### src/design/assert_macros.svh
// Concurrent assertion helpers for the RTL.
`ifndef ASSERT_MACROS_SVH
`define ASSERT_MACROS_SVH

// Check prop at every rising clock edge outside reset.
`define ASSERT_CLK(lbl, clk, rst_n, prop) \
  lbl: assert property (@(posedge clk) disable iff (!rst_n) (prop)) \
    else $error("assertion failed");

// Check that ante at one edge implies cons at the next edge.
`define ASSERT_NEXT(lbl, clk, rst_n, ante, cons) \
  lbl: assert property (@(posedge clk) disable iff (!rst_n) (ante) |=> (cons)) \
    else $error("assertion failed");

`endif

### src/design/mcvm_ram.sv
`default_nettype none
module mcvm_ram #(
  parameter int WIDTH = 8,
  parameter int DEPTH = 16
) (
  input  wire logic                     clk_i,
  input  wire logic                     we_i,
  input  wire logic [$clog2(DEPTH)-1:0] waddr_i,
  input  wire logic [WIDTH-1:0]         wdata_i,
  input  wire logic [$clog2(DEPTH)-1:0] raddr_i,
  output logic      [WIDTH-1:0]         rdata_o
);
  logic [WIDTH-1:0] mem_q [DEPTH];

  always_ff @(posedge clk_i) begin
    if (we_i) mem_q[waddr_i] <= wdata_i;
    rdata_o <= mem_q[raddr_i];
  end
endmodule
`default_nettype wire

### config.mk
export PLATFORM = sky130hd
export DESIGN_NAME = mcvm_ram
export DESIGN_NICKNAME = d
export VERILOG_FILES = /design/src/design/assert_macros.svh /design/src/design/mcvm_ram.sv
export SDC_FILE = /design/constraint.sdc
export NUM_CORES = 1
export LEC_CHECK = 0
export BUFFER_PORTS_ARGS = -buffer_cell sky130_fd_sc_hd__clkbuf_2
export CELL_PAD_IN_SITES_DETAIL_PLACEMENT = 0
export CELL_PAD_IN_SITES_GLOBAL_PLACEMENT = 1
export CORE_MARGIN = 2
export CORE_UTILIZATION = 35
export DETAILED_ROUTE_END_ITERATION = 8
export PLACE_DENSITY_LB_ADDON = 0.08
export SYNTH_ARGS = -nofsm -noshare
export SYNTH_HDL_FRONTEND = slang
export SYNTH_SLANG_ARGS = --single-unit
### constraint.sdc
create_clock -name clk_i -period 4 [get_ports clk_i]
set_input_delay 1.2 -clock clk_i [delete_from_list [all_inputs] [get_ports clk_i]]
set_output_delay 1.2 -clock clk_i [all_outputs]
set_load 0.02 [all_outputs]
Word-level counts from Yosys, hierarchy flattened:

Memory sizes are Yosys's and may differ from the RTL's. A register that Yosys moved wholly into a read port is not among the register bits.
Index checks and enable logic that the tools add are counted.

* RAM bits: 128
* bits in registers: 0
* bits in latches: 0
* output and inout bits: 8
* memories: 1
* logic and storage cells: 3
* memory bits (read-only): 0
* input port bits: 18

* divide/modulo/power cells: 0
* add/subtract/negate cells: 0
* shift-type cells: 0
* muxes and demuxes: 2
* order comparisons: 0
* reductions and logical operators: 0
* multipliers: 0
* equal/unequal tests: 0
* bitwise gates (word level): 0

Memory list
* mem_q: words 16, width 8, read ports 1, clocked after Yosys merged registers in 1, wr ports 1, line mcvm_ram.sv:13 `logic [WIDTH-1:0] mem_q [DEPTH];`

Operators with widths (number)
* 2-to-1 mux 1 bit: 2

Longest topological paths before layout:

* depth after elaboration: 2
* mapped depth: 5
* mapped depth without buffers: 3

Least setup slack after synthesis:

No wires, ideal clock.

* kind: input-to-reg
* start point: in waddr_i[2]
* end point: mem mem_q[0][0] (enable)
* cell stages on the path: 2
* data arrival time: 2310 ps
* buffers on the path: 0
* data required time: 3617 ps
* path slack: 1307 ps
* cells stage by stage: or3b_2 > nor3_1

RTL lines
* start: declaration: line mcvm_ram.sv:8 `input wire logic [$clog2(DEPTH)-1:0] waddr_i,`
* end: declaration: line mcvm_ram.sv:13

No word-level cell before the write port.

==> reports/summary.md <==
The floorplan step defined a die boundary enclosing 15,700 µm². Final cycle utilization of the critical path: 56.8%. The startpoint identified for the worst hold timing path is mem_q[14][1]. The number of endpoints with negative hold slack in the final report was 0. The type of origin of the critical path was an input port. In this run the post-CTS setup repair buffer count came out at 0. The internal portion of the total power is 0.00283 W. Clock-pin slew was measured on the worst setup and hold paths at 0.06 ns. The root buffer cell is sky130_fd_sc_hd__clkbuf_16.

Setup repair after global routing left no endpoint under its margin. For the achievable clock frequency, the log shows 0.440 GHz. In the synthesized netlist, the number of instances is 229.

Tracing the worst setup path back leads to its startpoint at raddr_i[0]. After the first detailed-routing iteration, the DRC count stood at 243. For the final routed database, the setup TNS stands at 0 ns.

TritonCTS built the clock tree. By area the synthesized netlist is led by sky130_fd_sc_hd__edfxtp_1 75%, sky130_fd_sc_hd__mux4_2 7.9%, sky130_fd_sc_hd__mux4_1 7.1%. Net count of the mapped netlist: 247. The tools report the final-stage net count as 299. At the worst endpoint, the arrival time is 2.57 ns.

The number of buffer and inverter stages on the critical path is 2. The cell area that synthesis handed to floorplanning was 5150 µm². The first TritonRoute pass finished after 4 iterations.

The post-detailed-placement cell area is 5560 µm². STA puts the critical path data required time at 4.30 ns. The number of antenna diodes in the final layout is 0. The average wire length per cell after detail routing is 22.3 µm. The total power draw is 0.00351 W, and the wire length of the first global-routing pass is 16.1 mm. Buffers placed on the I/O ports in this run total 25. Once the clock tree was built, the resizer swapped 0 gates to a different size. The clock group share of total power is 49.7%, and the remaining global-route overflow is 0. The most frequent standard cell in the layout excluding fill and tap cells was sky130_fd_sc_hd__edfxtp_1.

In this run the critical register-to-register path is launched from mem_q[11][6]. Yosys printed 0 warnings. Global routing used 14.9% of the available tracks.

Setup violations remaining at the end of the flow were counted as 0. The run gives 19 as the unique cell type count in the Yosys netlist. The logs give 45.8% for the sequential cell fraction of total power and 33 for the pin count of the biggest net entering global routing.

The fraction of final layout cells sized beyond drive strength 1 is 32.0%. The initial antenna violation count came out at 0. The starting utilization of the core area was 35.7%. The die boundary width is 125 µm. For this run, the register share of the synthesized area comes to 77.8%. For this run, design rule violations remaining after detail routing come to 0. The global placement routability congestion is 0.664, and the number of nets still failing antenna checks after routing is 0. Hold is met by 0.666 ns.

The worst-case IR drop observed on VDD is 0.314 mV. The count of hold buffers inserted by post-cts repair is 0, and the transition time of the tightest slew-check pin is 0.861 ns. After routing the design area is 6230 µm². Summed over all nets, the half-perimeter wirelength after detailed placement is 6.70 mm.

TritonCTS created 17 clock buffers. The switching part of the total is 19.1%, and the maximum clock path buffer count is 2. Clock latency on the worst-skew pair, taken at its later pin, is 0.42 ns. Max-cap violations in this run came to 0. The floorplan has 44 rows. The worst setup path is of the in2reg kind.

The tools report the static power due to leakage as 2.12 nW. The detailed-route wire length is 10.7 mm, and the I/O pin total is 26. In this run the power density over the cells is 563 nW/µm². The area of the core is 14,400 µm², and the stage delay of the slowest cell on the critical path is 0.59 ns. In the layout the commonest cells are 128 x sky130_fd_sc_hd__edfxtp_1, 25 x sky130_fd_sc_hd__clkbuf_2, 18 x sky130_fd_sc_hd__mux4_2, 17 x sky130_fd_sc_hd__clkbuf_16, 17 x sky130_fd_sc_hd__buf_4. Relative to the synthesized area, the layout overhead comes to 21.1%. Measured against its own limit, the worst slew margin works out to 42.4%. The clock net in this run drives a total of 136 sinks. The height of the die is 125 µm, and the average instance area after synthesis is 22.5 µm². Counting flops and latches in the post-synthesis netlist gives 136. The number of max-slew violations in the final report is 0. The number of global-route vias before repair is 2,550, and the proportion of netlist area held by the largest area contributor is 74.7%. The class of the worst hold path was reg2reg. The highest fanout seen on the critical path is 32.

The slowest cell on the critical path was sky130_fd_sc_hd__mux4_1. In this run the number of H-tree levels came out at 4. For this design the total switching power over the nets is 0.000671 W.

The worst setup path is captured at a flip-flop. Across the routed clock network, the largest skew measured is 0.00512 ns. The combinational share of power is 4.5%, and the number of fillers in the final layout is 1,279. For this block, the via count after detailed routing is 2,372. Dividing the detail-routed via count by the number of cells gives 4.96.

The kind of cell with the highest combined delay along the critical path is multiplexers. The run finished with clean final reports. Of all cell types, the one taking the most synthesized area is sky130_fd_sc_hd__edfxtp_1.

The clock period minus final worst setup slack is 2.27 ns. The signal on the critical path passes through clkbuf_2 > buf_12 > mux4_1 > a22oi_1 > nand2_1.
==> path summary, 6_finish.rpt <==
check | end | cells after the start | slack (ns)
hold / removal | rdata_o[1] | 3 | 0.67
setup reg to reg | rdata_o[6] | 3 | 2.62
hold reg to reg | rdata_o[1] | 3 | 0.67
setup / recovery | rdata_o[1] | 5 | 1.73
==> stage by stage <==
stage	setup WS [ns]	std cells	utilization (%)
CTS	1.68	478	43.2
finish	1.73	478	43.2
global placement	1.25	446	38.6
detailed placement	1.24	446	38.6
global route	1.62	478	43.2
floorplan	1.31	229	-
==> sequential cells by signal (all words and copies together) (netlist names) <==
register and cells:
mem_q 128, rdata_o 8
==> routing by layer <==
| layer | share of wire, % | vias to the layer above | global-route usage [%] |
|---|---|---|---|
| li1 | - | 1074 | - |
| met5 | 0 | - | 0 |
| met1 | 47 | 1242 | 19.6 |
| met3 | 3.0 | 16 | 4.58 |
| met4 | 1.8 | 0 | 6.27 |
| met2 | 49 | 40 | 23.2 |
==> logic make-up after synthesis <==
kind of cell,synth area share [%]
buffers and inverters,1.68
multiplexers,15.0
AO/OA/AOI/OAI,2.33
AND/OR/NAND/NOR,3.18
flip-flops,77.8
==> worst min-delay path, stage by stage (launching register included) <==
cell and delay, ns:
sky130_fd_sc_hd__edfxtp_1 0.32, sky130_fd_sc_hd__mux4_2 0.22, sky130_fd_sc_hd__a22oi_1 0.05, sky130_fd_sc_hd__nand2_1 0.05
==> area by class of cell <==
class                      instances  area [µm²]  share of cell area [%]
timing repair buffer              43         273                    4.38
tap                              184         230                    3.69
clock inverter                    14         228                    3.65
multi-input combinational         83        1060                    17.0
sequential                       136        4000                    64.3
clock buffer                      18         439                    7.05
==> power groups by stage <==
| stage | clock, W | sequential, W | combinational [W] |
|---|---|---|---|
| finish | 0.00174 | 0.00161 | 0.000157 |
| global route | 0.00184 | 0.00161 | 0.000172 |
| CTS | 0.00177 | 0.00161 | 0.000163 |
| detailed placement | 0 | 0.00164 | 0.000162 |
| global placement | 0 | 0.00163 | 0.000160 |
| floorplan | 0 | 0.00164 | 0.0000809 |
==> cells in the mapped netlist <==
library cell and n:
sky130_fd_sc_hd__edfxtp_1 128, sky130_fd_sc_hd__and2b_1 1, sky130_fd_sc_hd__nand2_1 9, sky130_fd_sc_hd__and2_1 1, sky130_fd_sc_hd__mux4_2 18, sky130_fd_sc_hd__nor2b_1 1, sky130_fd_sc_hd__buf_4 1, sky130_fd_sc_hd__nand2b_1 2
sky130_fd_sc_hd__dfxtp_1 8, sky130_fd_sc_hd__clkdlybuf4s25_2 3, sky130_fd_sc_hd__buf_6 3, sky130_fd_sc_hd__nand3_1 1, sky130_fd_sc_hd__nand3b_1 2, sky130_fd_sc_hd__or3b_2 1, sky130_fd_sc_hd__nor2_1 13, sky130_fd_sc_hd__nor3_1 4
sky130_fd_sc_hd__buf_2 3, sky130_fd_sc_hd__mux4_1 14, sky130_fd_sc_hd__a22oi_1 16
Power figures use the tool's default switching activity.
