`config.mk`:
```
export PLATFORM = sky130hd
export DESIGN_NAME = mcvm_div
export DESIGN_NICKNAME = d
export VERILOG_FILES = /design/src/design/assert_macros.svh /design/src/design/mcvm_pkg.sv /design/src/design/mcvm_div.sv
export SDC_FILE = /design/constraint.sdc
export NUM_CORES = 1
export LEC_CHECK = 0
export ABC_AREA = 1
export CAP_MARGIN = 20
export CORE_UTILIZATION = 40
export DETAILED_ROUTE_END_ITERATION = 7
export DONT_BUFFER_PORTS = 1
export GPL_ROUTABILITY_DRIVEN = 0
export PLACE_DENSITY_LB_ADDON = 0.25
export SYNTH_ARGS = -nofsm -noshare
export SYNTH_HDL_FRONTEND = slang
export SYNTH_SLANG_ARGS = --single-unit
```
`constraint.sdc`:
```
create_clock -name clk_i -period 2.16 [get_ports clk_i]
set_input_delay 0.108 -clock clk_i [delete_from_list [all_inputs] [get_ports clk_i]]
set_output_delay 0.108 -clock clk_i [all_outputs]
set_load 0.01 [all_outputs]
```
`src/design/assert_macros.svh`:
```
// Concurrent assertion helpers for the RTL.
`ifndef ASSERT_MACROS_SVH
`define ASSERT_MACROS_SVH

// Check prop at every rising clock edge outside reset.
`define ASSERT_CLK(lbl, clk, rst_n, prop) \
  lbl: assert property (@(posedge clk) disable iff (!rst_n) (prop)) \
    else $error("assertion failed");

// Check that ante at one edge implies cons at the next edge.
`define ASSERT_NEXT(lbl, clk, rst_n, ante, cons) \
  lbl: assert property (@(posedge clk) disable iff (!rst_n) (ante) |=> (cons)) \
    else $error("assertion failed");

`endif

```
`src/design/mcvm_pkg.sv`:
```
`default_nettype none
package mcvm_pkg;

  localparam int MAX_VOICES       = 16;
  localparam int VIDX_W           = (MAX_VOICES > 1) ? $clog2(MAX_VOICES) : 1;
  localparam int SINE_TABLE_BITS  = 10;
  localparam int DECAY_TABLE_BITS = 10;
  localparam int SINE_N           = 1 << SINE_TABLE_BITS;
  localparam int DECAY_N          = 1 << DECAY_TABLE_BITS;
  localparam int DEC_SHIFT        = DECAY_TABLE_BITS - 3;

  localparam int CUR_W   = 48;
  localparam int E_W     = 20;   // elapsed samples inside one voice span
  localparam int SPAN_W  = 20;
  localparam int ENV_W   = 17;
  localparam int SIN_W   = 15;
  localparam int ACC_W   = 17 + VIDX_W;
  localparam int DIV_W   = 32;
  localparam int QUO_W   = 16;
  localparam int CFG_IDX_W = 4;
  localparam int CFG_DAT_W = 24;
  localparam int VOICE_W = CUR_W + 2;

  localparam logic [63:0] HALF_PI_Q30 = 64'd1686629713;

  // item kinds
  localparam logic [1:0] KIND_SCHED  = 2'd0;
  localparam logic [1:0] KIND_RENDER = 2'd1;
  localparam logic [1:0] KIND_CLEAR  = 2'd2;

  // tick kinds
  localparam logic [1:0] TONE_ACCENT = 2'd0;
  localparam logic [1:0] TONE_BEAT   = 2'd1;
  localparam logic [1:0] TONE_SUB    = 2'd2;
  localparam logic [1:0] TONE_UNUSED = 2'd3;

  // register indexes
  localparam logic [CFG_IDX_W-1:0] REG_ACCENT_STEP = 4'd0;
  localparam logic [CFG_IDX_W-1:0] REG_ACCENT_GAIN = 4'd1;
  localparam logic [CFG_IDX_W-1:0] REG_BEAT_STEP   = 4'd2;
  localparam logic [CFG_IDX_W-1:0] REG_BEAT_GAIN   = 4'd3;
  localparam logic [CFG_IDX_W-1:0] REG_SUB_STEP    = 4'd4;
  localparam logic [CFG_IDX_W-1:0] REG_SUB_GAIN    = 4'd5;
  localparam logic [CFG_IDX_W-1:0] REG_ATTACK_LEN  = 4'd6;
  localparam logic [CFG_IDX_W-1:0] REG_DECAY_LEN   = 4'd7;

  typedef logic [SIN_W-1:0] sine_tab_t [SINE_N+1];
  typedef logic [ENV_W-1:0] env_tab_t [DECAY_N];

  typedef struct packed {
    logic             start;
    logic [DIV_W-1:0] num;
    logic [15:0]      den;
  } div_req_t;

  typedef struct packed {
    logic             done;
    logic [QUO_W-1:0] quot;
  } div_rsp_t;

  // Quarter-wave sine in Q15 from a Q30 Taylor series.
  function automatic sine_tab_t build_sine();
    sine_tab_t   tab;
    logic [63:0] a;
    logic [63:0] a2;
    logic [63:0] term;
    logic signed [63:0] sum;
    logic [63:0] q;
    for (int i = 0; i <= SINE_N; i++) begin
      a    = (HALF_PI_Q30 * 64'(i)) >> SINE_TABLE_BITS;
      a2   = (a * a) >> 30;
      term = a;
      sum  = $signed(a);
      for (int k = 1; k <= 7; k++) begin
        term = ((term * a2) >> 30) / 64'((2 * k) * (2 * k + 1));
        if ((k & 1) != 0) sum = sum - $signed(term);
        else sum = sum + $signed(term);
      end
      if (sum < 0) sum = '0;
      q = ($unsigned(sum) + 64'd16384) >> 15;
      tab[i] = (q > 64'd32767) ? 15'd32767 : q[SIN_W-1:0];
    end
    return tab;
  endfunction

  // Exponential decay envelope in Q16, rounded from a Q32 power series.
  function automatic env_tab_t build_env();
    env_tab_t    tab;
    logic [63:0] y;
    logic [63:0] term;
    logic signed [63:0] sum;
    logic [63:0] r;
    logic [63:0] x;
    logic [63:0] rnd;
    y    = 64'd1 << (35 - DECAY_TABLE_BITS);
    term = 64'd1 << 32;
    sum  = 64'sd1 <<< 32;
    for (int k = 1; k <= 10; k++) begin
      term = ((term * y) >> 32) / 64'(k);
      if ((k & 1) != 0) sum = sum - $signed(term);
      else sum = sum + $signed(term);
    end
    r = $unsigned(sum);
    if (r > 64'hFFFF_FFFF) r = 64'hFFFF_FFFF;
    x = 64'd1 << 32;
    for (int i = 0; i < DECAY_N; i++) begin
      if (i > 0) x = (x * r) >> 32;
      rnd    = (x + 64'd32768) >> 16;
      tab[i] = rnd[ENV_W-1:0];
    end
    return tab;
  endfunction

  localparam sine_tab_t SINE_Q15  = build_sine();
  localparam env_tab_t  DECAY_ENV = build_env();

endpackage
`default_nettype wire

```
`src/design/mcvm_div.sv`:
```
`default_nettype none
module mcvm_div
  import mcvm_pkg::*;
(
  input  wire logic     clk_i,
  input  wire logic     rst_ni,
  input  wire div_req_t req_i,
  output div_rsp_t      rsp_o
);
  localparam int CNT_W = $clog2(DIV_W) + 1;

  logic [DIV_W-1:0] num_q, num_d;
  logic [DIV_W-1:0] quo_q, quo_d;
  logic [15:0]      rem_q, rem_d;
  logic [15:0]      den_q, den_d;
  logic [CNT_W-1:0] cnt_q, cnt_d;
  logic             busy_q, busy_d;
  logic             done_q, done_d;
  logic [16:0]      trial;

  // one quotient bit per cycle, restoring
  always_comb begin
    num_d  = num_q;
    quo_d  = quo_q;
    rem_d  = rem_q;
    den_d  = den_q;
    cnt_d  = cnt_q;
    busy_d = busy_q;
    done_d = done_q;
    trial  = {rem_q, num_q[DIV_W-1]};
    if (req_i.start) begin
      num_d  = req_i.num;
      den_d  = req_i.den;
      rem_d  = '0;
      quo_d  = '0;
      cnt_d  = '0;
      busy_d = 1'b1;
      done_d = 1'b0;
    end else if (busy_q) begin
      num_d = {num_q[DIV_W-2:0], 1'b0};
      if (trial >= {1'b0, den_q}) begin
        rem_d = 16'(trial - {1'b0, den_q});
        quo_d = {quo_q[DIV_W-2:0], 1'b1};
      end else begin
        rem_d = trial[15:0];
        quo_d = {quo_q[DIV_W-2:0], 1'b0};
      end
      cnt_d = cnt_q + 1'b1;
      if (cnt_q == CNT_W'(DIV_W - 1)) begin
        busy_d = 1'b0;
        done_d = 1'b1;
      end
    end
  end

  always_ff @(posedge clk_i or negedge rst_ni) begin
    if (!rst_ni) begin
      busy_q <= 1'b0;
      done_q <= 1'b0;
      cnt_q  <= '0;
    end else begin
      busy_q <= busy_d;
      done_q <= done_d;
      cnt_q  <= cnt_d;
    end
  end

  always_ff @(posedge clk_i) begin
    num_q <= num_d;
    quo_q <= quo_d;
    rem_q <= rem_d;
    den_q <= den_d;
  end

  assign rsp_o.done = done_q;
  assign rsp_o.quot = quo_q[QUO_W-1:0];
endmodule
`default_nettype wire

```
Word level (Yosys, flattened, before mapping) --
Cells that the tools add are included.
Word-level totals: flip-flop bits (word level) 88, bits of input ports 51, output and inout port bits 17, logic and storage cells 26
Cells by class: $add $sub $neg 2, magnitude comparators 1, equal/unequal tests 1, muxes and demuxes 12, reduce and logical (&&, ||, !) cells 3
Operators with widths (count):
- 32-bit two-way mux | 2
- 17-bit by 16-bit >= comparator with 1-bit output | 1
- 16-bit two-way mux | 1
- 16-bit subtractor | 1
- 6-bit two-way mux | 2
- 1-bit two-way mux | 7
- 6-bit by 1-bit adder with 6-bit output, second input constant | 1
- 6-bit by 5-bit == test with 1-bit output, second input constant | 1
- 2-bit nonzero test | 2
- 2-bit AND reduction | 1

Longest topological paths before layout --
Gate-level depths: netlist of the first run.
word-level depth 4, mapped depth 15

Least setup slack after synthesis of the first run --
Ideal clock, no wire load.
path type reg2reg, start register num_q[31], end register rem_q[14], arrival 1661 ps, data required time 2043 ps, setup slack 382 ps, cell stages (with the launch flop) 14, buffers on the path 0, clock period less this slack 1778 ps, path through edfxtp_1 inv_1 ha_1 fa_1 inv_1 nand3_1 nand3_1 nand2_1 nand2_1 nand2_1 nand3_1 nand2_1 nor2_1 o21ai_1
Between the ends: word-level cells in the longest chain between the ends 2, elaborated cells on any way between the ends 3, classes of those cells 1 x add/sub; 1 x order compare; 1 x mux
Ends and longest elaborated chain:
- from (decl) | line mcvm_div.sv:12 | logic [DIV_W-1:0] num_q, num_d;
- from (signal assigned) | line mcvm_div.sv:69 | num_q <= num_d;
- 16-bit subtractor / 17-bit by 16-bit >= comparator with 1-bit output (equally long branches) | line mcvm_div.sv:42, mcvm_div.sv:41
- 16-bit two-way mux * | line mcvm_div.sv:41 | if (trial >= {1'b0, den_q}) begin
- to (signal assigned) | line mcvm_div.sv:71 | rem_q <= rem_d;
- to (decl) | line mcvm_div.sv:14 | logic [15:0] rem_q, rem_d;
Every way passes the cells marked *; elsewhere a longest branch is shown, timed or not. A chain may end at the register's enable or synchronous reset.

Final worst setup path of the first run --
Same ends and word-level chain as after synthesis.

==> impl_metrics.csv, run 1 <==
group,metric,value,unit
outcome,status,"finished clean",
final_layout,drive_gt1_share,6.28,%
route,first_pass_iters,4,
setup_path,critPathKind,"flip-flop to flip-flop",
global_routing,grt-ovfl-total,0,
die,die_height,109,um
global_routing,met1_usage,25.2,%
timing,finalHoldViolCount,0,
placement,io_buffers,0,
timing,finalSetupViolations,0,
route,first_iter_violations,198,
timing,post-route-period-util,94.0,%
route,wirelength,10800,um
global_routing,met2_usage,32.5,%
die,die_area,0.0119,sq mm
timing,finalCriticalPeriod,2.03,ns
setup_path,cp.arrival,2.27,ns
timing,tns,0,ns
route,wl_per_cell,13.9,um
setup_path,required,2.40,ns
placement,post-dp-hpwl,7080,um
final_layout,design_area,0.00554,sq mm
die,core,0.0110,sq mm
setup_path,worst_path_largest_cell_delay,0.42,ns
setup_path,cp-end-kind,"flip-flop",
synthesis,yosys.area.top_type,"edfxtp_1",
placement,placed_cell_area,0.00473,sq mm
final_layout,area_delta_synth_final,20.8,%
setup_path,worst-path-buf-inv,2,
synthesis,synthCells,579,
final_layout,final_core_util,50.4,%
global_routing,grt_util_met3,5.20,%
worst_hold_path,min_path_type,"input port to flip-flop",
global_routing,grt_first_pass_wirelength,17900,um
final_layout,fill_cells,1027,
run,drv_cap,0,
global_routing,busiest_layer,"met2",
synthesis,yosys_register_bits,88,
clocking,clkSlewWorstSetupHoldPaths,0.07,ns
synthesis,syn_area,0.00459,sq mm
setup_path,critPathTopFamily,"simple AND/OR/NAND/NOR gates",
pwr,power,5.85,mW
setup_path,cp-start-kind,"flip-flop",
clocking,h-tree-depth,3,
pwr,powerDensity,1060,mW/mm^2
timing,drv_slew,0,
route,vias,3777,
clocking,worst_skew_pair.late_latency,0.35,ns
timing,max_freq,493,MHz
synthesis,synth_area_leaders,"edfxtp_1 31%, nand2_1 18%, dfxtp_1 14%",
route,drc,0,
pwr,p_leak,2.65,nW
die,die_x,109,um
synthesis,synth_cell_type_count,40,
synthesis,synth_top_area_share,31.4,%
clocking,cts_buffer_depth,2,
global_routing,grt_antenna_before_repair,1,
timing,rsz0062_at_grt,"false",
clocking,cts_buffers,9,
pwr,ir_drop,563,uV
route,ant_nets,0,
clocking,ctsRootBufferMaster,"clkbuf_16",
final_layout,fin_nets,701,
setup_path,cp_max_fo,3,
timing,tightest_slew,0.586,ns
synthesis,synth_seq_area_share,49.8,%
setup_path,cpMostUsedCell,"nand2_1",
synthesis,syn_nets,648,
global_routing,grt_usage,19.9,%
setup_path,cpMaxStageDelayCell,"fa_1",
global_routing,grt_pass1_vias,3731,
timing,finClkSkew,0.00707,ns
clocking,tritoncts,"built",
die,initial_core_util,41.8,%
synthesis,synth-warning-count,0,
die,rows,38,
route,via_per_inst,4.85,
setup_path,cp_cell_sequence,"inv_1, ha_1, fa_1, inv_1, nand3_1, nand3_2, nand2_1, nand2_1, nand2_1, nand3_1, nand2_1, nor2_1, o21ai_1",
timing,relSlewSlack,61.0,%
clocking,cts_num_sinks,88,
synthesis,avgSynthCellArea,7.92,sq um
die,pin_count,68,
global_routing,grt_max_degree,55,
logic make-up (layout without fill, tap and decap cells):
kind of cell | count (synthesis) | count (layout) | synth area share [%]
flops | 88 | 88 | 49.8
fa+ha+maj | 18 | 18 | 5.07
simple gates | 318 | 318 | 29.2
buf+inv | 103 | 161 | 8.90
xor+xnor | 3 | 3 | 0.573
other cells | 0 | 1 | 0
compound gates | 49 | 49 | 6.44
cell usage after synthesis:
library cell  count
nand2_8           1
nor3_2            1
nand2_4           1
ha_1             17
or2_1             2
nand2_1         218
a21boi_1          2
a21oi_2           1
inv_4             1
dfxtp_1          32
edfxtp_1         48
inv_1            83
a21oi_1          13
nor2_4            2
o21ai_0          10
nand2_2           3
nor2_1           40
a21oi_4           1
inv_2             2
nand3_1          34
buf_8             1
nor2_2            1
fa_1              1
a31oi_1           1
o211ai_1          1
nand4_1           9
o22ai_1          14
buf_2             3
buf_4             1
nor3_1            3
buf_1             3
xor2_1            1
o21ai_1           3
xnor2_1           2
o21a_1            2
a22o_1            1
clkinv_1          2
clkbuf_1          7
dfrtp_1           8
nand3_2           3
registers in the layout, summed over array words and instances (netlist names):
signal,cells
num_q,32
den_q,16
busy_q,1
rem_q,16
done_q,1
cnt_q,6
quo_q,16
power by group:
group | switching [mW] | internal, mW
logic | 1.40 | 0.822
registers | 0.150 | 2.01
clock network | 0.688 | 0.787
repair_timing:
| item | 4_1_cts | 5_1_grt |
|---|---|---|
| hold buffers | 50 | 0 |
| setup endpoints to repair | 0 | 7 |
| setup buffers | 0 | 1 |
| resized for setup | 0 | 2 |
| endpoints found under the hold margin | 78 | 0 |
metrics by stage:
step           worst slack, ns  cells  hold WS (ns)
2_1_floorplan            0.382    579        -0.188
3_3_place_gp             0.118    710        -0.187
3_5_place_dp             0.100    710        -0.187
4_1_cts                 0.0821    776        0.0921
5_1_grt                0.00565    777         0.108
6_report                 0.130    778        0.0953
path summary, 6_finish.rpt:
path | slack (ns) | end | from | depth (start not counted)
max in group asynchronous | 1.78 | cnt_q[4] | rst_ni | 1
min | 0.1 | done_q | req_i[48] | 2
max reg2reg | 0.13 | rem_q[14] | num_q[31] | 13
min in group asynchronous | 0.11 | cnt_q[5] | rst_ni | 1
min reg2reg | 0.48 | cnt_q[5] | cnt_q[4] | 1
max | 0.13 | rem_q[14] | num_q[31] | 13
cell type report:
class	count	area (sq um)	area share, %
flip-flops and latches	88	2280	41.2
multi-input cells	388	1900	34.4
repair buffers	57	571	10.3
inverters	88	333	6.01
clock buffers	10	229	4.13
well taps	140	175	3.16
clock inverters	6	43.8	0.790
diodes	1	2.50	0.0452
layout by cell type, fill, tap and decap left out, types with 4 or more instances in the layout:
| cell type | count |
|---|---|
| dfrtp_1 | 8 |
| nand4_1 | 9 |
| dlygate4sd3_1 | 49 |
| buf_4 | 7 |
| nor2_1 | 40 |
| ha_1 | 17 |
| o21ai_0 | 10 |
| edfxtp_1 | 48 |
| o22ai_1 | 14 |
| nand3_1 | 33 |
| dfxtp_1 | 32 |
| clkinv_1 | 4 |
| nand2_1 | 218 |
| clkbuf_16 | 9 |
| nand3_2 | 4 |
| inv_1 | 83 |
| a21oi_1 | 12 |
metal layers:
metal	part of all wire, %	routed length, um
met4	1.6	176
met2	46	4970
met1	46	4990
met3	6.4	695
met5	0	0
No activity file was read; power rests on OpenSTA's default activity.
==> run 2, diff against run 1 <==
--- a/config.mk
+++ b/config.mk
@@ -8,6 +8,7 @@
 export ABC_AREA = 1
 export CAP_MARGIN = 20
 export CORE_UTILIZATION = 40
+export CTS_BUF_LIST = sky130_fd_sc_hd__clkbuf_16
 export DETAILED_ROUTE_END_ITERATION = 7
 export DONT_BUFFER_PORTS = 1
 export GPL_ROUTABILITY_DRIVEN = 0
==> run 2 against run 1 <==
Net effect: sequential cell count did not move; combinational power barely moved; clock skew unchanged; sequential share of layout area is the same; sequential power about the same; clock power about the same; final cell count stayed put; register-to-register slack about the same; fmax about the same; power hardly changed.
==> impl_metrics.csv, run 2 (synthesized netlist as in run 1, its figures left out) <==
group,metric,value,unit
clocking,clkSlewWorstSetupHoldPaths,0.07,ns
pwr,p_leak,2.66,nW
final_layout,final_cell_mix,"218 x nand2_1, 84 x inv_1, 49 x dlygate4sd3_1, 48 x edfxtp_1, 40 x nor2_1",
setup_path,r2r_start,"num_q[31]",
setup_path,cp-start-kind,"flip-flop",
route,drc,0,
clocking,h-tree-depth,3,
final_layout,area_delta_synth_final,20.8,%
final_layout,fill_cells,1027,
timing,finalSetupViolations,0,
clocking,ctsRootBufferMaster,"clkbuf_16",
setup_path,required,2.40,ns
setup_path,rr_worst_depth,13,
global_routing,grt_usage,19.9,%
route,vias,3777,
timing,timing.hold.ws,0.0952,ns
final_layout,register_area,0.00228,sq mm
route,via_per_inst,4.85,
pwr,powerDensity,1060,mW/mm^2
global_routing,grt_max_degree,55,
setup_path,cp.arrival,2.27,ns
global_routing,grt_pass1_vias,3731,
final_layout,multiInputGateArea,0.00190,sq mm
route,wl_per_cell,13.9,um
final_layout,regMostFlops,"num_q",
route,ant_nets,0,
outcome,status,"finished clean",
timing,finalHoldViolCount,0,
route,first_pass_iters,4,
clocking,worst_skew_pair.late_latency,0.35,ns
route,wl_met1,4990,um
pwr,ir_drop,563,uV
final_layout,drive_gt1_share,6.28,%
setup_path,cp_max_fo,3,
timing,drv_slew,0,
die,die_height,109,um
clocking,cts_buffer_depth,2,
timing,relSlewSlack,61.0,%
final_layout,largest_register_ffs,32,
die,initial_core_util,41.8,%
die,die_x,109,um
setup_path,cp-end-kind,"flip-flop",
die,pin_count,68,
die,rows,38,
worst_hold_path,min_path_type,"input port to flip-flop",
timing,worst_slack,0.130,ns
timing,finalCriticalPeriod,2.03,ns
route,routed-wl-met3,695,um
timing,finClkSkew,0.00707,ns
timing,max_freq,493,MHz
final_layout,layout_commonest_cell,"nand2_1",
route,wl_met2,4970,um
pwr,power,5.85,mW
timing,tightest_slew,0.586,ns
route,wirelength,10800,um
timing,rsz0062_at_grt,"false",
global_routing,grt_antenna_before_repair,1,
clocking,cts_buffers,9,
clocking,tritoncts,"built",
setup_path,crit_end,"rem_q[14]",
die,core,0.0110,sq mm
setup_path,rrSetupSlack,0.13,ns
timing,tns,0,ns
route,top_layer,"met4",
placement,post-dp-hpwl,7080,um
timing,post-route-period-util,94.0,%
die,die_area,0.0119,sq mm
clocking,cts_num_sinks,88,
route,first_iter_violations,198,
setup_path,worstSetupStartpoint,"num_q[31]",
final_layout,fin_nets,701,
placement,place_ws,0.100,ns
setup_path,critPathKind,"flip-flop to flip-flop",
global_routing,grt-ovfl-total,0,
setup_path,r2r_end,"rem_q[14]",
global_routing,grt_first_pass_wirelength,17900,um
placement,io_buffers,0,
run,drv_cap,0,
## run 2: cell count changes in the layout (fill, tap and decap cells not counted), sizes merged
cell	delta
inv	+1
clkbuf	-1
## run 2: how the worst min path moves through the flow
| stage | from | end | slack (ns) | cells after the start |
|---|---|---|---|---|
| finish | req_i[48] | done_q | 0.1 | 2 |
| global route | req_i[48] | rem_q[13] | 0.11 | 4 |
| CTS | req_i[48] | done_q | 0.09 | 2 |
| detailed placement | rst_ni | done_q | -0.19 | 0 |
| global placement | rst_ni | done_q | -0.19 | 0 |
| floorplan | rst_ni | busy_q | -0.19 | 0 |
## run 2: power breakdown
| part | total (mW) | leakage [nW] | internal (mW) | switching [mW] |
|---|---|---|---|---|
| logic | 2.22 | 1.65 | 0.822 | 1.40 |
| registers | 2.16 | 0.874 | 2.01 | 0.150 |
| clock network | 1.47 | 0.134 | 0.782 | 0.688 |
| total | 5.85 | 2.66 | 3.61 | 2.24 |
## run 2: timing repair
action,in CTS,in global routing
hold buffers,50,0
buffers inserted,0,1
hold endpoints to repair,78,0
setup endpoints to repair,0,7
gates resized for setup,0,2
## run 2: layout make-up
| cell class | count | area share, % |
|---|---|---|
| multi-input cells | 388 | 34.4 |
| flip-flops and latches | 88 | 41.2 |
| clock buffers | 9 | 4.07 |
| repair buffers | 57 | 10.3 |
| diodes | 1 | 0.0452 |
| inverters | 88 | 6.01 |
| well taps | 140 | 3.16 |
| clock inverters | 7 | 0.858 |
## run 2: stage by stage
stage               area (sq um)  util, %  cells
floorplan                   4590        -    579
global placement            4730     43.1    710
detailed placement          4730     43.1    710
CTS                         5520     50.3    776
global route                5540     50.4    777
finish                      5540     50.4    778
## run 2: per-layer routing
layer | up-vias | global-route usage [%]
li1 | 1951 | -
met2 | 100 | 32.5
met3 | 14 | 5.20
met1 | 1712 | 25.2
met4 | 0 | 7.24
met5 | - | 0
## run 2: critical path, cell delays in order, from the launching register on
cell and delay [ns]:
edfxtp_1 0.33, inv_1 0.05, ha_1 0.23, fa_1 0.42, inv_1 0.12, nand3_1 0.10, nand3_2 0.12, nand2_1 0.09
nand2_1 0.09, nand2_1 0.08, nand3_1 0.08, nand2_1 0.05, nor2_1 0.08, o21ai_1 0.08
==> run 3, diff against run 2 <==
--- a/config.mk
+++ b/config.mk
@@ -5,13 +5,14 @@
 export SDC_FILE = /design/constraint.sdc
 export NUM_CORES = 1
 export LEC_CHECK = 0
-export ABC_AREA = 1
+export ABC_AREA = 0
 export CAP_MARGIN = 20
 export CORE_UTILIZATION = 40
 export CTS_BUF_LIST = sky130_fd_sc_hd__clkbuf_16
 export DETAILED_ROUTE_END_ITERATION = 7
 export DONT_BUFFER_PORTS = 1
 export GPL_ROUTABILITY_DRIVEN = 0
+export HOLD_SLACK_MARGIN = 0.06
 export PLACE_DENSITY_LB_ADDON = 0.25
 export SYNTH_ARGS = -nofsm -noshare
 export SYNTH_HDL_FRONTEND = slang
==> constraint.sdc (replaced) <==
create_clock -name clk_i -period 1.9 [get_ports clk_i]
set_input_delay 0.095 -clock clk_i [delete_from_list [all_inputs] [get_ports clk_i]]
set_output_delay 0.095 -clock clk_i [all_outputs]
set_load 0.01 [all_outputs]
==> run 3 against run 2 <==
Net effect: the flow now finishes with violations (negative setup slack); count of clock-buffer cells in the layout did not move; first-iteration DRC count decreased by 22%; worst setup slack got worse by 0.37 ns; sequential power is essentially flat.
==> impl_metrics.csv, run 3 <==
group,metric,value,unit
outcome,status,"finished with violations",
outcome,violations,"negative setup slack",
worst_hold_path,min_path_type,"input port to async pin",
pwr,p_leak,2.64,nW
final_layout,stdcell_count,655,
route,drc,0,
die,core,0.0105,sq mm
timing,rsz0062_at_grt,"true",
timing,finalCriticalPeriod,2.14,ns
global_routing,grt_pass1_vias,3361,
route,via_per_inst,5.09,
final_layout,register_area,0.00228,sq mm
route,wl_per_cell,15.2,um
timing,post-route-period-util,113,%
final_layout,fill_cells,883,
final_layout,multiInputGateArea,0.00218,sq mm
timing,relSlewSlack,52.1,%
synthesis,syn_area,0.00437,sq mm
timing,finClkSkew,0.00682,ns
clocking,tritoncts,"built",
final_layout,regMostFlops,"num_q",
clocking,cts_buffer_depth,2,
die,die_area,0.0113,sq mm
placement,post-dp-hpwl,6000,um
route,ant_nets,0,
final_layout,antennaDiodeCount,0,
setup_path,required,2.16,ns
timing,finalSetupViolations,17,
global_routing,grt_first_pass_wirelength,15900,um
timing,drv_slew,0,
final_layout,final_cell_mix,"71 x dlygate4sd3_1, 62 x buf_4, 48 x edfxtp_1, 45 x nor2_1, 32 x dfxtp_1",
synthesis,synthCells,383,
pwr,ir_drop,676,uV
timing,worst_slack,-0.242,ns
global_routing,grt_usage,18.3,%
synthesis,synth_top_area_share,33.0,%
setup_path,cp.arrival,2.40,ns
setup_path,cp-start-kind,"flip-flop",
placement,place_ws,-0.250,ns
setup_path,cp-end-kind,"flip-flop",
synthesis,avgSynthCellArea,11.4,sq um
global_routing,grt-ovfl-total,0,
die,initial_core_util,41.7,%
setup_path,critPathKind,"flip-flop to flip-flop",
synthesis,yosys_most_used_dff,"edfxtp_1",
clocking,cts_buffers,9,
timing,max_freq,467,MHz
placement,io_buffers,0,
final_layout,largest_register_ffs,32,
timing,tightest_slew,0.716,ns
timing,finalHoldViolCount,0,
clocking,ctsRootBufferMaster,"clkbuf_16",
die,pin_count,68,
synthesis,netlist_top_cells_count,"48 x edfxtp_1, 45 x nor2_1, 32 x dfxtp_1, 31 x mux2_2, 27 x nand2_1",
placement,dp.cells,554,
global_routing,grt_antenna_before_repair,0,
timing,tns,-3.31,ns
route,vias,3336,
final_layout,area_delta_synth_final,43.1,%
pwr,powerDensity,692,mW/mm^2
synthesis,synth_seq_area_share,52.3,%
pwr,power,4.32,mW
synthesis,yosys.area.top_type,"edfxtp_1",
run,drv_cap,0,
synthesis,synth_cell_type_count,51,
clocking,clkSlewWorstSetupHoldPaths,0.06,ns
final_layout,fin_nets,583,
synthesis,synth_edf_count,48,
route,wirelength,9950,um
final_layout,layout_commonest_cell,"dlygate4sd3_1",
global_routing,grt_max_degree,62,
timing,timing.hold.ws,0.102,ns
clocking,cts_num_sinks,88,
synthesis,yosys_register_bits,88,
synthesis,synth-warning-count,0,
die,die_height,106,um
setup_path,cp_max_fo,7,
synthesis,syn_nets,452,
die,die_x,106,um
clocking,h-tree-depth,3,
die,rows,37,
route,first_iter_violations,155,
final_layout,drive_gt1_share,32.9,%
synthesis,ys_async_sr_fraction,9.09,%
route,first_pass_iters,4,
clocking,worst_skew_pair.late_latency,0.35,ns
synthesis,synth_area_leaders,"edfxtp_1 33%, dfxtp_1 15%, mux2_2 8.0%",
synthesis,synth_most_common_cell,"edfxtp_1",
-- run 3: per-stage QoR --
stage,instance area (sq um),utilization [%]
2_1_floorplan,4450,-
3_3_place_gp,4930,47.1
3_5_place_dp,4930,47.1
4_1_cts,6090,58.2
5_1_grt,6250,59.7
6_report,6250,59.7
-- run 3: layout make-up --
type                    count  share of cell area (%)
well taps                 136                    2.72
clock buffers               9                    3.60
flip-flops and latches     88                    36.5
repair buffers            137                    20.1
clock inverters             7                   0.741
multi-input cells         255                    34.9
inverters                  23                    1.38
-- run 3: critical path, stage by stage, from the launching register on --
cell      delay [ns]
edfxtp_1        0.37
inv_2           0.07
ha_4            0.19
a21o_1          0.16
a211o_1         0.32
a31oi_4         0.21
buf_4           0.17
a31o_4          0.21
nand2_1         0.08
a311oi_2        0.26
-- run 3: repair_timing --
item                                    CTS  global route
endpoints found under the setup margin   17            18
cloned                                    1             0
pin swaps                                11            10
resized for setup                        16            23
hold buffers                             72             0
hold endpoints to repair                106             0
setup buffers                             8             4
-- run 3: kinds of logic after synthesis --
family                     synth area share [%]
buffers and inverters                      4.07
xor gates and xnor gates                   3.01
and+or+nand+nor                            11.2
adders and majority gates                  5.33
muxes                                      11.9
DFF                                        52.3
AOI/OAI and AO/OA                          12.3
-- run 3: final timing paths --
check	start	to	slack [ns]	cells past startpoint
worst max-delay path	den_q[14]	rem_q[9]	-0.24	9
worst min-delay path	rst_ni	cnt_q[5]	0.10	1
worst max register to register	den_q[14]	rem_q[9]	-0.24	9
worst min register to register	rem_q[0]	rem_q[1]	0.52	2
max in group asynchronous	rst_ni	busy_q	1.50	1
min in group clk_i	req_i[48]	rem_q[10]	0.13	2
-- run 3: routing by layer --
metal / track usage, % / up-vias / share of wire [%]
met5: 0 / - / 0
met4: 6.46 / 0 / 2.4
met3: 6.32 / 21 / 5.0
met2: 28.6 / 91 / 47
met1: 23.6 / 1580 / 46
li1: - / 1644 / -
-- run 3: report_power, final --
| part | switching (mW) | leakage [nW] | total (mW) | internal (mW) |
|---|---|---|---|---|
| clock | 0.746 | 0.131 | 1.63 | 0.883 |
| combinational | 0.233 | 1.65 | 0.529 | 0.296 |
| sequential | 0.0387 | 0.859 | 2.17 | 2.13 |
